<file path="config.mk">
export PLATFORM = sky130hd
export DESIGN_NAME = stopping_distance_velocity_limit_core
export DESIGN_NICKNAME = d
export VERILOG_FILES = /design/src/rtl/sdvl_pkg.sv /design/src/rtl/sdvl_front.sv /design/src/rtl/sdvl_isqrt.sv /design/src/rtl/stopping_distance_velocity_limit_core.sv
export VERILOG_INCLUDE_DIRS = /design/src /design/src/rtl
export SDC_FILE = /design/constraint.sdc
export NUM_CORES = 2
export LEC_CHECK = 0
export BUFFER_PORTS_ARGS = -buffer_cell sky130_fd_sc_hd__buf_2
export CAP_MARGIN = 20
export CORE_MARGIN = 1.5
export CORE_UTILIZATION = 37
export CTS_CLUSTER_DIAMETER = 40
export DETAILED_ROUTE_END_ITERATION = 10
export GPL_TIMING_DRIVEN = 0
export PLACE_DENSITY = 0.61
export SLEW_MARGIN = 20
export SYNTH_ARGS = -nofsm -noshare
export SYNTH_HDL_FRONTEND = slang
export SYNTH_SLANG_ARGS = --single-unit
</file>
<file path="constraint.sdc">
create_clock -name clk -period 8.05 [get_ports clk]
set_input_delay 1.61 -clock clk [delete_from_list [all_inputs] [get_ports clk]]
set_output_delay 1.61 -clock clk [all_outputs]
set_load 0.05 [all_outputs]
</file>
<file path="src/rtl/stopping_distance_velocity_limit_core_assert.svh">
// ----------------------------------------------------------------------------
// Assertion macros for the stopping distance velocity limit core
// Shared property forms; they expect clk and arst_n in the using scope.
// ----------------------------------------------------------------------------
`ifndef STOPPING_DISTANCE_VELOCITY_LIMIT_CORE_ASSERT_SVH
`define STOPPING_DISTANCE_VELOCITY_LIMIT_CORE_ASSERT_SVH

// Same-cycle implication, disabled while reset is low.
`define SDVL_ASSERT_IMPLY(lbl, ante, cons, msg) \
	lbl: assert property (@(posedge clk) disable iff (!arst_n) (ante) |-> (cons)) \
		else $error(msg);

// Next-cycle implication, disabled while reset is low.
`define SDVL_ASSERT_NEXT(lbl, ante, cons, msg) \
	lbl: assert property (@(posedge clk) disable iff (!arst_n) (ante) |=> (cons)) \
		else $error(msg);

`endif

</file>
<file path="src/rtl/sdvl_pkg.sv">
// ----------------------------------------------------------------------------
// sdvl_pkg
// Widths, constants and side-band types of the stopping distance core.
// ----------------------------------------------------------------------------
package sdvl_pkg;

	localparam int SPD_W      = 13;
	localparam int RATE_W     = 14;
	localparam int INTV_W     = 10;
	localparam int MINC_W     = 16;
	localparam int GUARD_W    = 13;
	localparam int ACC_W      = 14;
	localparam int SCALE_W    = 20;
	localparam int CFG_IDX_W  = 3;
	localparam int CFG_DATA_W = 20;

	// register indexes of the configuration port
	typedef enum logic [CFG_IDX_W-1:0] {
		REG_INTERVAL  = 3'd0,
		REG_MIN_CLEAR = 3'd1,
		REG_GUARD     = 3'd2,
		REG_ACCEL     = 3'd3,
		REG_SCALE     = 3'd4
	} cfg_reg_t;

	// interval * |rate|, and the floored quotient by 1000
	localparam int CYC_P_W = INTV_W + RATE_W;
	localparam int CYC_W   = 14;

	// floor(p / 1000) = (p * ceil(2^33 / 1000)) >> 33, exact for p below 2^24
	localparam int              RECIP_W     = 24;
	localparam int              RECIP_SHIFT = 33;
	localparam logic [RECIP_W-1:0] RECIP_1000 = 24'd8589935;

	typedef logic signed [SPD_W-1:0] speed_t;

	typedef struct packed {
		logic   rot;
		logic   neg;
		logic   pass;
		speed_t wlo;
		speed_t whi;
	} sdvl_side_t;

endpackage

</file>
<file path="src/rtl/sdvl_front.sv">
// ----------------------------------------------------------------------------
// sdvl_front
// Four stages: cycle margin, distance or angle, threshold test, brake product.
// ----------------------------------------------------------------------------
module sdvl_front #(
	parameter int DIST_BITS = 16,
	parameter int RAD_W     = 32
) (
	input  logic                              clk,
	input  logic                              arst_n,
	input  logic                              in_valid,
	input  logic [DIST_BITS-1:0]              clearance,
	input  sdvl_pkg::speed_t                  traj_speed,
	input  sdvl_pkg::speed_t                  window_low,
	input  sdvl_pkg::speed_t                  window_high,
	input  sdvl_pkg::speed_t                  robot_speed,
	input  logic signed [sdvl_pkg::RATE_W-1:0] robot_turn_rate,
	input  logic                              emergency_active,
	input  logic [sdvl_pkg::INTV_W-1:0]       interval,
	input  logic [sdvl_pkg::MINC_W-1:0]       min_clear,
	input  logic [sdvl_pkg::GUARD_W-1:0]      guard,
	input  logic [sdvl_pkg::ACC_W-1:0]        accel,
	input  logic [sdvl_pkg::SCALE_W-1:0]      scale,
	output logic                              out_valid,
	output logic [RAD_W-1:0]                  rad,
	output sdvl_pkg::sdvl_side_t              out_side
);
	import sdvl_pkg::*;

	localparam int ANG_P_W = DIST_BITS + SCALE_W;
	localparam int BASE_W  = DIST_BITS + 4;
	localparam int SUB_W   = (BASE_W > CYC_W) ? BASE_W : CYC_W;
	localparam int CMP_W   = (BASE_W > MINC_W) ? BASE_W : MINC_W;
	localparam int QP_W    = CYC_P_W + RECIP_W;
	localparam int BRK_W   = DIST_BITS + ACC_W;

	// stage 1: pick the rate, take its magnitude, start both products
	logic                     rot;
	logic signed [RATE_W-1:0] rate;
	logic [RATE_W-1:0]        rate_mag;

	always_comb begin
		rot      = (traj_speed == '0);
		rate     = rot ? robot_turn_rate : {robot_speed[SPD_W-1], robot_speed};
		rate_mag = rate[RATE_W-1] ? RATE_W'(-rate) : RATE_W'(rate);
	end

	logic                 valid_s1, valid_s2, valid_s3, valid_s4;
	logic [CYC_P_W-1:0]   cyc_prod_s1;
	logic [ANG_P_W-1:0]   ang_prod_s1;
	logic [DIST_BITS-1:0] clear_s1;
	logic                 emerg_s1, emerg_s2;
	sdvl_side_t           side_s1, side_s2, side_s3, side_s4;
	logic [CYC_W-1:0]     cyc_s2;
	logic [BASE_W-1:0]    base_s2;
	logic [DIST_BITS-1:0] dist_s3;
	logic [RAD_W-1:0]     rad_s4;

	always_ff @(posedge clk or negedge arst_n) begin
		if (!arst_n) begin
			valid_s1 <= 1'b0;
			valid_s2 <= 1'b0;
			valid_s3 <= 1'b0;
			valid_s4 <= 1'b0;
		end else begin
			valid_s1 <= in_valid;
			valid_s2 <= valid_s1;
			valid_s3 <= valid_s2;
			valid_s4 <= valid_s3;
		end
	end

	always_ff @(posedge clk) begin
		cyc_prod_s1  <= CYC_P_W'(interval) * CYC_P_W'(rate_mag);
		ang_prod_s1  <= ANG_P_W'(clearance) * ANG_P_W'(scale);
		clear_s1     <= clearance;
		emerg_s1     <= emergency_active;
		side_s1.rot  <= rot;
		side_s1.neg  <= traj_speed[SPD_W-1];
		side_s1.pass <= 1'b0;
		side_s1.wlo  <= window_low;
		side_s1.whi  <= window_high;
	end

	// stage 2: divide the margin by 1000, select mm or mrad
	logic [QP_W-1:0] recip_prod;

	assign recip_prod = QP_W'(cyc_prod_s1) * QP_W'(RECIP_1000);

	always_ff @(posedge clk) begin
		cyc_s2   <= recip_prod[RECIP_SHIFT +: CYC_W];
		base_s2  <= side_s1.rot ? ang_prod_s1[ANG_P_W-1 -: BASE_W] : BASE_W'(clear_s1);
		emerg_s2 <= emerg_s1;
		side_s2  <= side_s1;
	end

	// stage 3: subtract the margin, clamp, halve in an emergency, test the threshold
	logic [SUB_W-1:0] base_x, cyc_x, span;
	logic [CMP_W-1:0] thr;
	logic             pass;

	always_comb begin
		base_x = SUB_W'(base_s2);
		cyc_x  = SUB_W'(cyc_s2);
		span   = (base_x > cyc_x) ? (base_x - cyc_x) : '0;
		if (emerg_s2) begin
			span = span >> 1;
		end
		thr  = side_s2.rot ? CMP_W'(guard) : CMP_W'(min_clear);
		pass = CMP_W'(span) > thr;
	end

	always_ff @(posedge clk) begin
		dist_s3      <= span[DIST_BITS-1:0];
		side_s3.rot  <= side_s2.rot;
		side_s3.neg  <= side_s2.neg;
		side_s3.pass <= pass;
		side_s3.wlo  <= side_s2.wlo;
		side_s3.whi  <= side_s2.whi;
	end

	// stage 4: radicand 2 * d * a
	logic [BRK_W-1:0] brake_prod;

	assign brake_prod = BRK_W'(dist_s3) * BRK_W'(accel);

	always_ff @(posedge clk) begin
		rad_s4  <= RAD_W'({brake_prod, 1'b0});
		side_s4 <= side_s3;
	end

	assign out_valid = valid_s4;
	assign rad       = rad_s4;
	assign out_side  = side_s4;

endmodule

</file>
<file path="src/rtl/sdvl_isqrt.sv">
// ----------------------------------------------------------------------------
// sdvl_isqrt
// Pipelined restoring integer square root, one root bit per stage.
// ----------------------------------------------------------------------------
module sdvl_isqrt #(
	parameter int RAD_W = 32
) (
	input  logic                 clk,
	input  logic                 arst_n,
	input  logic                 in_valid,
	input  logic [RAD_W-1:0]     rad,
	input  sdvl_pkg::sdvl_side_t in_side,
	output logic                 out_valid,
	output logic [RAD_W/2-1:0]   root,
	output sdvl_pkg::sdvl_side_t out_side
);
	import sdvl_pkg::*;

	localparam int ROOT_W = RAD_W / 2;
	localparam int REM_W  = ROOT_W + 1;

	// bring down two radicand bits, try (root << 2) | 1
	function automatic logic [REM_W+ROOT_W-1:0] sqrt_step(
		input logic [REM_W-1:0]  rem,
		input logic [ROOT_W-1:0] rt,
		input logic [1:0]        pair
	);
		logic [REM_W+1:0] sh;
		logic [REM_W+1:0] trial;
		sh    = {rem, pair};
		trial = {1'b0, rt, 2'b01};
		if (sh >= trial) begin
			return {REM_W'(sh - trial), rt[ROOT_W-2:0], 1'b1};
		end
		return {REM_W'(sh), rt[ROOT_W-2:0], 1'b0};
	endfunction

	logic [REM_W-1:0]  rem_s  [ROOT_W-1];
	logic [ROOT_W-1:0] root_s [ROOT_W];
	logic [RAD_W-1:0]  x_s    [ROOT_W-1];
	sdvl_side_t        side_s [ROOT_W];
	logic [ROOT_W-1:0] valid_s;

	logic [REM_W-1:0]  rem_nx  [ROOT_W];
	logic [ROOT_W-1:0] root_nx [ROOT_W];

	always_comb begin
		{rem_nx[0], root_nx[0]} = sqrt_step(REM_W'(0), ROOT_W'(0), rad[RAD_W-1 -: 2]);
		for (int i = 1; i < ROOT_W; i++) begin
			{rem_nx[i], root_nx[i]} = sqrt_step(rem_s[i-1], root_s[i-1],
				x_s[i-1][RAD_W-1 -: 2]);
		end
	end

	always_ff @(posedge clk or negedge arst_n) begin
		if (!arst_n) begin
			valid_s <= '0;
		end else begin
			valid_s <= {valid_s[ROOT_W-2:0], in_valid};
		end
	end

	always_ff @(posedge clk) begin
		x_s[0]    <= rad << 2;
		side_s[0] <= in_side;
		for (int i = 0; i < ROOT_W; i++) begin
			root_s[i] <= root_nx[i];
		end
		for (int i = 0; i < ROOT_W - 1; i++) begin
			rem_s[i] <= rem_nx[i];
		end
		for (int i = 1; i < ROOT_W - 1; i++) begin
			x_s[i] <= x_s[i-1] << 2;
		end
		for (int i = 1; i < ROOT_W; i++) begin
			side_s[i] <= side_s[i-1];
		end
	end

	assign out_valid = valid_s[ROOT_W-1];
	assign root      = root_s[ROOT_W-1];
	assign out_side  = side_s[ROOT_W-1];

endmodule

</file>
<file path="src/rtl/stopping_distance_velocity_limit_core.sv">
// ----------------------------------------------------------------------------
// stopping_distance_velocity_limit_core
// Admissibility test and braking speed cap for one candidate trajectory.
// ----------------------------------------------------------------------------
// Usage:
//   Command channel: a transaction is taken at a rising edge with start high
//   and busy low. busy is high only in reset and up to the first edge after it;
//   from then on a new trajectory may be issued in every cycle.
//   Result channel: done is high for exactly one cycle with admissible,
//   new_low and new_high; the receiver cannot stall, so results are never
//   held and the pipeline simply advances every cycle.
//   Pipeline: four front stages (margin product, division by 1000,
//   threshold test, brake product), one square root stage per root bit,
//   and the output register that drives done. Throughput is one per cycle.
//   Configuration: cfg_we writes cfg_wdata to register cfg_index at a
//   rising edge; write only while no transaction is in flight.
//   Reset clears the valid pipeline and loads the register defaults.
// ----------------------------------------------------------------------------
`include "stopping_distance_velocity_limit_core_assert.svh"

module stopping_distance_velocity_limit_core #(
	parameter int DIST_BITS = 16
) (
	input  logic                                 clk,
	input  logic                                 arst_n,
	input  logic                                 cfg_we,
	input  logic [sdvl_pkg::CFG_IDX_W-1:0]       cfg_index,
	input  logic [sdvl_pkg::CFG_DATA_W-1:0]      cfg_wdata,
	input  logic                                 start,
	output logic                                 busy,
	input  logic [DIST_BITS-1:0]                 clearance,
	input  logic signed [sdvl_pkg::SPD_W-1:0]    traj_speed,
	input  logic signed [sdvl_pkg::SPD_W-1:0]    window_low,
	input  logic signed [sdvl_pkg::SPD_W-1:0]    window_high,
	input  logic signed [sdvl_pkg::SPD_W-1:0]    robot_speed,
	input  logic signed [sdvl_pkg::RATE_W-1:0]   robot_turn_rate,
	input  logic                                 emergency_active,
	output logic                                 done,
	output logic                                 admissible,
	output logic signed [sdvl_pkg::SPD_W-1:0]    new_low,
	output logic signed [sdvl_pkg::SPD_W-1:0]    new_high
);
	import sdvl_pkg::*;

	// radicand 2*d*a needs DIST_BITS + 15 bits, rounded up to an even width
	localparam int RAD_W  = 2 * ((DIST_BITS + 16) / 2);
	localparam int ROOT_W = RAD_W / 2;
	localparam int VMAX_W = ROOT_W - 1;
	localparam int CMPV_W = ((VMAX_W > SPD_W) ? VMAX_W : SPD_W) + 2;
	// edges from the accepting edge to the edge that takes the result
	localparam int LAT    = ROOT_W + 5;

	// ------------------------------------------------------------------
	// Configuration registers; indexes past the list are dropped.
	// ------------------------------------------------------------------
	logic [INTV_W-1:0]  interval_q;
	logic [MINC_W-1:0]  min_clear_q;
	logic [GUARD_W-1:0] guard_q;
	logic [ACC_W-1:0]   accel_q;
	logic [SCALE_W-1:0] scale_q;

	always_ff @(posedge clk or negedge arst_n) begin
		if (!arst_n) begin
			interval_q  <= INTV_W'(250);
			min_clear_q <= MINC_W'(100);
			guard_q     <= GUARD_W'(87);
			accel_q     <= ACC_W'(500);
			scale_q     <= SCALE_W'(82348);
		end else if (cfg_we) begin
			unique case (cfg_index)
				REG_INTERVAL:  interval_q  <= cfg_wdata[INTV_W-1:0];
				REG_MIN_CLEAR: min_clear_q <= cfg_wdata[MINC_W-1:0];
				REG_GUARD:     guard_q     <= cfg_wdata[GUARD_W-1:0];
				REG_ACCEL:     accel_q     <= cfg_wdata[ACC_W-1:0];
				REG_SCALE:     scale_q     <= cfg_wdata[SCALE_W-1:0];
				default: ;
			endcase
		end
	end

	// ------------------------------------------------------------------
	// Command handshake: hold busy through reset and up to the first edge after.
	// ------------------------------------------------------------------
	logic ready_q;
	logic accept;

	always_ff @(posedge clk or negedge arst_n) begin
		if (!arst_n) begin
			ready_q <= 1'b0;
		end else begin
			ready_q <= 1'b1;
		end
	end

	assign busy   = ~ready_q;
	assign accept = start & ~busy;

	// ------------------------------------------------------------------
	// Front stages: margin, clearance or angle, threshold, radicand.
	// ------------------------------------------------------------------
	logic             fr_valid;
	logic [RAD_W-1:0] fr_rad;
	sdvl_side_t       fr_side;

	sdvl_front #(
		.DIST_BITS (DIST_BITS),
		.RAD_W     (RAD_W)
	) u_front (
		.clk              (clk),
		.arst_n           (arst_n),
		.in_valid         (accept),
		.clearance        (clearance),
		.traj_speed       (traj_speed),
		.window_low       (window_low),
		.window_high      (window_high),
		.robot_speed      (robot_speed),
		.robot_turn_rate  (robot_turn_rate),
		.emergency_active (emergency_active),
		.interval         (interval_q),
		.min_clear        (min_clear_q),
		.guard            (guard_q),
		.accel            (accel_q),
		.scale            (scale_q),
		.out_valid        (fr_valid),
		.rad              (fr_rad),
		.out_side         (fr_side)
	);

	// ------------------------------------------------------------------
	// Square root of the radicand, one bit per stage.
	// ------------------------------------------------------------------
	logic              sq_valid;
	logic [ROOT_W-1:0] sq_root;
	sdvl_side_t        sq_side;

	sdvl_isqrt #(
		.RAD_W (RAD_W)
	) u_isqrt (
		.clk       (clk),
		.arst_n    (arst_n),
		.in_valid  (fr_valid),
		.rad       (fr_rad),
		.in_side   (fr_side),
		.out_valid (sq_valid),
		.root      (sq_root),
		.out_side  (sq_side)
	);

	// ------------------------------------------------------------------
	// Final stage: fold the window to the direction of motion, compare
	// the near bound with vmax, cap the far bound, or zero both for a rotation.
	// ------------------------------------------------------------------
	logic [VMAX_W-1:0]        vmax;
	logic signed [SPD_W:0]    wlo_x, whi_x, neg_whi, lo, hi;
	logic signed [CMPV_W-1:0] vmax_x, lo_x, hi_x, cap_x;
	logic                     fits, ok;
	speed_t                   nlo, nhi;

	always_comb begin
		vmax    = sq_root[ROOT_W-1:1];
		wlo_x   = {sq_side.wlo[SPD_W-1], sq_side.wlo};
		whi_x   = {sq_side.whi[SPD_W-1], sq_side.whi};
		neg_whi = -whi_x;
		if (sq_side.neg) begin
			lo = neg_whi[SPD_W] ? '0 : neg_whi;
			hi = -wlo_x;
		end else begin
			lo = wlo_x[SPD_W] ? '0 : wlo_x;
			hi = whi_x;
		end
		vmax_x = $signed(CMPV_W'(vmax));
		lo_x   = CMPV_W'(lo);
		hi_x   = CMPV_W'(hi);
		fits   = lo_x < vmax_x;
		cap_x  = (hi_x < vmax_x) ? hi_x : vmax_x;
		ok     = sq_side.pass && (sq_side.rot || fits);
		nlo    = sq_side.wlo;
		nhi    = sq_side.whi;
		if (ok) begin
			if (sq_side.rot) begin
				nlo = '0;
				nhi = '0;
			end else if (sq_side.neg) begin
				nlo = SPD_W'(-cap_x);
			end else begin
				nhi = SPD_W'(cap_x);
			end
		end
	end

	// Output register: the strobe lasts one cycle per transaction.
	logic   done_q;
	logic   admissible_q;
	speed_t new_low_q, new_high_q;

	always_ff @(posedge clk or negedge arst_n) begin
		if (!arst_n) begin
			done_q <= 1'b0;
		end else begin
			done_q <= sq_valid;
		end
	end

	always_ff @(posedge clk) begin
		admissible_q <= ok;
		new_low_q    <= nlo;
		new_high_q   <= nhi;
	end

	assign done       = done_q;
	assign admissible = admissible_q;
	assign new_low    = new_low_q;
	assign new_high   = new_high_q;

	// ------------------------------------------------------------------
	// Assertions
	// ------------------------------------------------------------------
	`SDVL_ASSERT_IMPLY(a_latency, done, $past(accept, LAT), "result without matching transaction")
	`SDVL_ASSERT_NEXT(a_reject, sq_valid && !sq_side.pass, done && !admissible, "threshold miss admitted")
	`SDVL_ASSERT_NEXT(a_rotate, sq_valid && sq_side.rot && sq_side.pass, admissible && new_low == '0 && new_high == '0, "rotation window not cleared")
	`SDVL_ASSERT_IMPLY(a_hold, done && !admissible, new_low == $past(window_low, LAT) && new_high == $past(window_high, LAT), "rejected window altered")

endmodule

</file>
==> flow_summary.yaml <==
setup_path:
  start_kind: "primary input"
  critPathSlowestCell: "fa_1"
  crit_buf_inv: 9
  slowest_delay_ns: 0.56
  critical_path_class: "in2reg"
  crit_required_ns: 8.78
  crit_arrival_ns: 8.53
  worstSetupEndpointType: "flip-flop"
  crit_fanout: 8
  cp_top_family: "adder cells"
route:
  drtPass1Iterations: 5
  num_vias: 45300
  routed_via_density: 4.65
  wl_per_cell_um: 15.1
  drc_errors: 0
  detail_route.iter0.violations: 1915
  wl_mm: 147
  detail-route-antenna-nets: 0
place:
  gp_congestion: 0.890
  place_area_um2: 75800
  port-buffer-count: 138
  hpwl_mm: 114
logic_synthesis:
  synth_most_common_cell: "dfxtp_1"
  yosysWarnings: 0
  synth_common_cells: "1306 x dfxtp_1, 1043 x inv_1, 706 x ha_1"
  synth_edf_count: 0
  synth_ff_type: "dfxtp_1"
  syn_area_per_cell_um2: 10.7
  synth_cell_types: 76
  synth_nets: 8187
  synth_area_leader_cell: "dfxtp_1"
  yosys-top-cells-area: "dfxtp_1 36%, fa_1 19%, ha_1 12%, inv_1 5.5%, nand2_1 3.0%"
  yosys.area.top_type_share: 0.364
  syn-instance-count: 6687
  async_flop_share: 0.0678
  ys_ff_latch: 1401
  seq_area_frac_synth: 0.398
  mappedNetlistArea_um2: 71700
floorplanning:
  dieHeight_um: 443
  die_area_um2: 197000
  ios: 139
  chipWidth_um: 443
  start_util: 0.373
  core_um2: 193000
  core.rowCount: 161
clocking:
  cts_root_buf: "clkbuf_16"
  path_clk_slew_ns: 0.05
  clk_path_buf_depth: 3
  ctsHtreeMaxLevel: 4
  worstSkewPairLatency_ns: 0.82
  tritoncts: "done"
  cts.sinks: 1401
  cts_buffers: 184
timing:
  fin_crit_sh: 0.969
  grt_setup_unrepaired: "yes"
  setup_viol: 0
  hold_viol: 0
  timing.fmax_mhz: 128
  post-route-min-period_ns: 7.80
  tightest_slew_ns: 0.978
  timing.hold.ws_ns: 0.276
  fin_skew_ns: 0.0646
  maxSlewHeadroom: 0.345
  slew_viol_final: 0
grt:
  grt_pass1_wl_mm: 241
  grt_max_degree: 77
  overflow: 0
  antenna_found_initial: 3
  grt_pass1_vias: 47600
  grtUsageTotal: 0.151
status:
  status: "completed"
cells_and_area:
  final_area_um2: 83100
  fin_util: 0.432
  area_delta_synth_final_pct: 15.9
  fin_nets: 8543
  drive_above_1_share: 0.102
job:
  maxCapViolCount: 0
min_path:
  hp-class: "reg2reg"
worst paths after layout:
kind / to / from / slack [ns] / cells after the start
max in group asynchronous: accel_q[8] / arst_n / 6.65 / 2
max reg2reg: u_front.rad[27] / accel_q[6] / 0.50 / 22
min reg2reg: u_isqrt.x_s[0][171] / u_isqrt.x_s[0][139] / 0.28 / 0
min: u_isqrt.x_s[0][171] / u_isqrt.x_s[0][139] / 0.28 / 0
max: u_front.cyc_prod_s1[23] / traj_speed[12] / 0.25 / 33
min in group asynchronous: scale_q[6] / arst_n / 0.68 / 1
worst reg2reg max path, cell delays in order, from the launching register on:
cell and delay (ns):
dfstp_2 0.68, clkbuf_1 0.55, nand2_1 0.16, fa_1 0.54, inv_1 0.06, fa_1 0.50
inv_1 0.05, fa_1 0.47, inv_1 0.05, fa_1 0.50, fa_1 0.52, fa_1 0.49
ha_1 0.38, a211o_1 0.28, a21oi_1 0.17, nor2_1 0.11, o31ai_1 0.53, a31oi_1 0.20
o21a_1 0.21, nor2_1 0.15, o21ai_0 0.28, or4_1 0.47, nand3_1 0.10
cell usage in the layout, fill, tap and decap left out, drive strengths merged, types with 12 or more instances in the layout:
cell type	n
a211oi	20
a21boi	14
a21o	87
a21oi	232
a31oi	14
and2	256
and3	18
buf	181
bufinv	21
clkbuf	377
clkinv	46
clkinvlp	15
dfrtp	68
dfstp	27
dfxtp	1306
fa	684
ha	706
inv	1083
mux2	116
mux2i	47
nand2	581
nand2b	55
nand3	63
nand4	46
nor2	246
nor2b	46
nor3	98
nor4	26
o211ai	12
o21a	55
o21ai	160
o21bai	23
o31ai	15
or2	22
or3	29
or4	20
xnor2	185
xor2	87
layer usage:
metal / track usage / wire length (um) / part of all wire / up-vias
met1: 0.185 / 63200 / 0.43 / 22000
li1: - / - / - / 22100
met5: 0 / 0 / 0 / -
met4: 0.0563 / 4480 / 0.030 / 0
met2: 0.264 / 72300 / 0.49 / 912
met3: 0.0273 / 7080 / 0.048 / 272
final cells by class:
| class | count | area, um^2 |
|---|---|---|
| inverter | 1045 | 3930 |
| sequential | 1401 | 28600 |
| buffer | 159 | 629 |
| clock buffer | 226 | 4990 |
| multi-input combinational | 4079 | 39100 |
| fill | 18100 | 109000 |
| clock inverter | 120 | 1750 |
| tap | 2526 | 3160 |
| antenna | 2 | 5.00 |
| timing repair buffer | 173 | 990 |
repair_timing:
item,4_1_cts,5_1_grt
endpoints found under the hold margin,0,0
resized for setup,18,47
pin swaps,7,17
buffers inserted,12,21
endpoints found under the setup margin,11,19
hold buffers,0,0
stage by stage:
stage,TNS (ns),cells,setup slack (ns)
3_5_place_dp,-25.39,9353,-1.67
5_1_grt,-0.119,9730,-0.0882
4_1_cts,0,9711,0.0173
2_1_floorplan,0,6687,0.0187
3_3_place_gp,-25.41,9351,-1.73
6_report,0,9731,0.247
logic make-up (layout without fill, tap and decap cells):
| logic type | Yosys count | in the layout | share of synthesized area |
|---|---|---|---|
| mux | 163 | 163 | 0.0248 |
| compound gates | 705 | 705 | 0.0616 |
| buf+inv | 1207 | 1723 | 0.0633 |
| simple gates | 1547 | 1547 | 0.105 |
| other cells | 2 | 4 | 0.000105 |
| flops | 1401 | 1401 | 0.398 |
| fa+ha+maj | 1390 | 1390 | 0.314 |
| xor+xnor | 272 | 272 | 0.0332 |
state kept, by name (all words and copies together), names as in the netlist, 24 cells and up:
| signal | flops |
|---|---|
| u_front.side_s2 | 28 |
| u_front.rad | 29 |
| u_isqrt.side_s | 464 |
| u_front.side_s1 | 28 |
| u_isqrt.root_s | 135 |
| u_front.side_s3 | 29 |
| u_isqrt.rem_s | 215 |
| u_front.cyc_prod_s1 | 24 |
| u_front.out_side | 29 |
| u_isqrt.x_s | 210 |
Power is not shown: default switching activity piles up to over one toggle a cycle in this logic, so the estimate is an artifact.
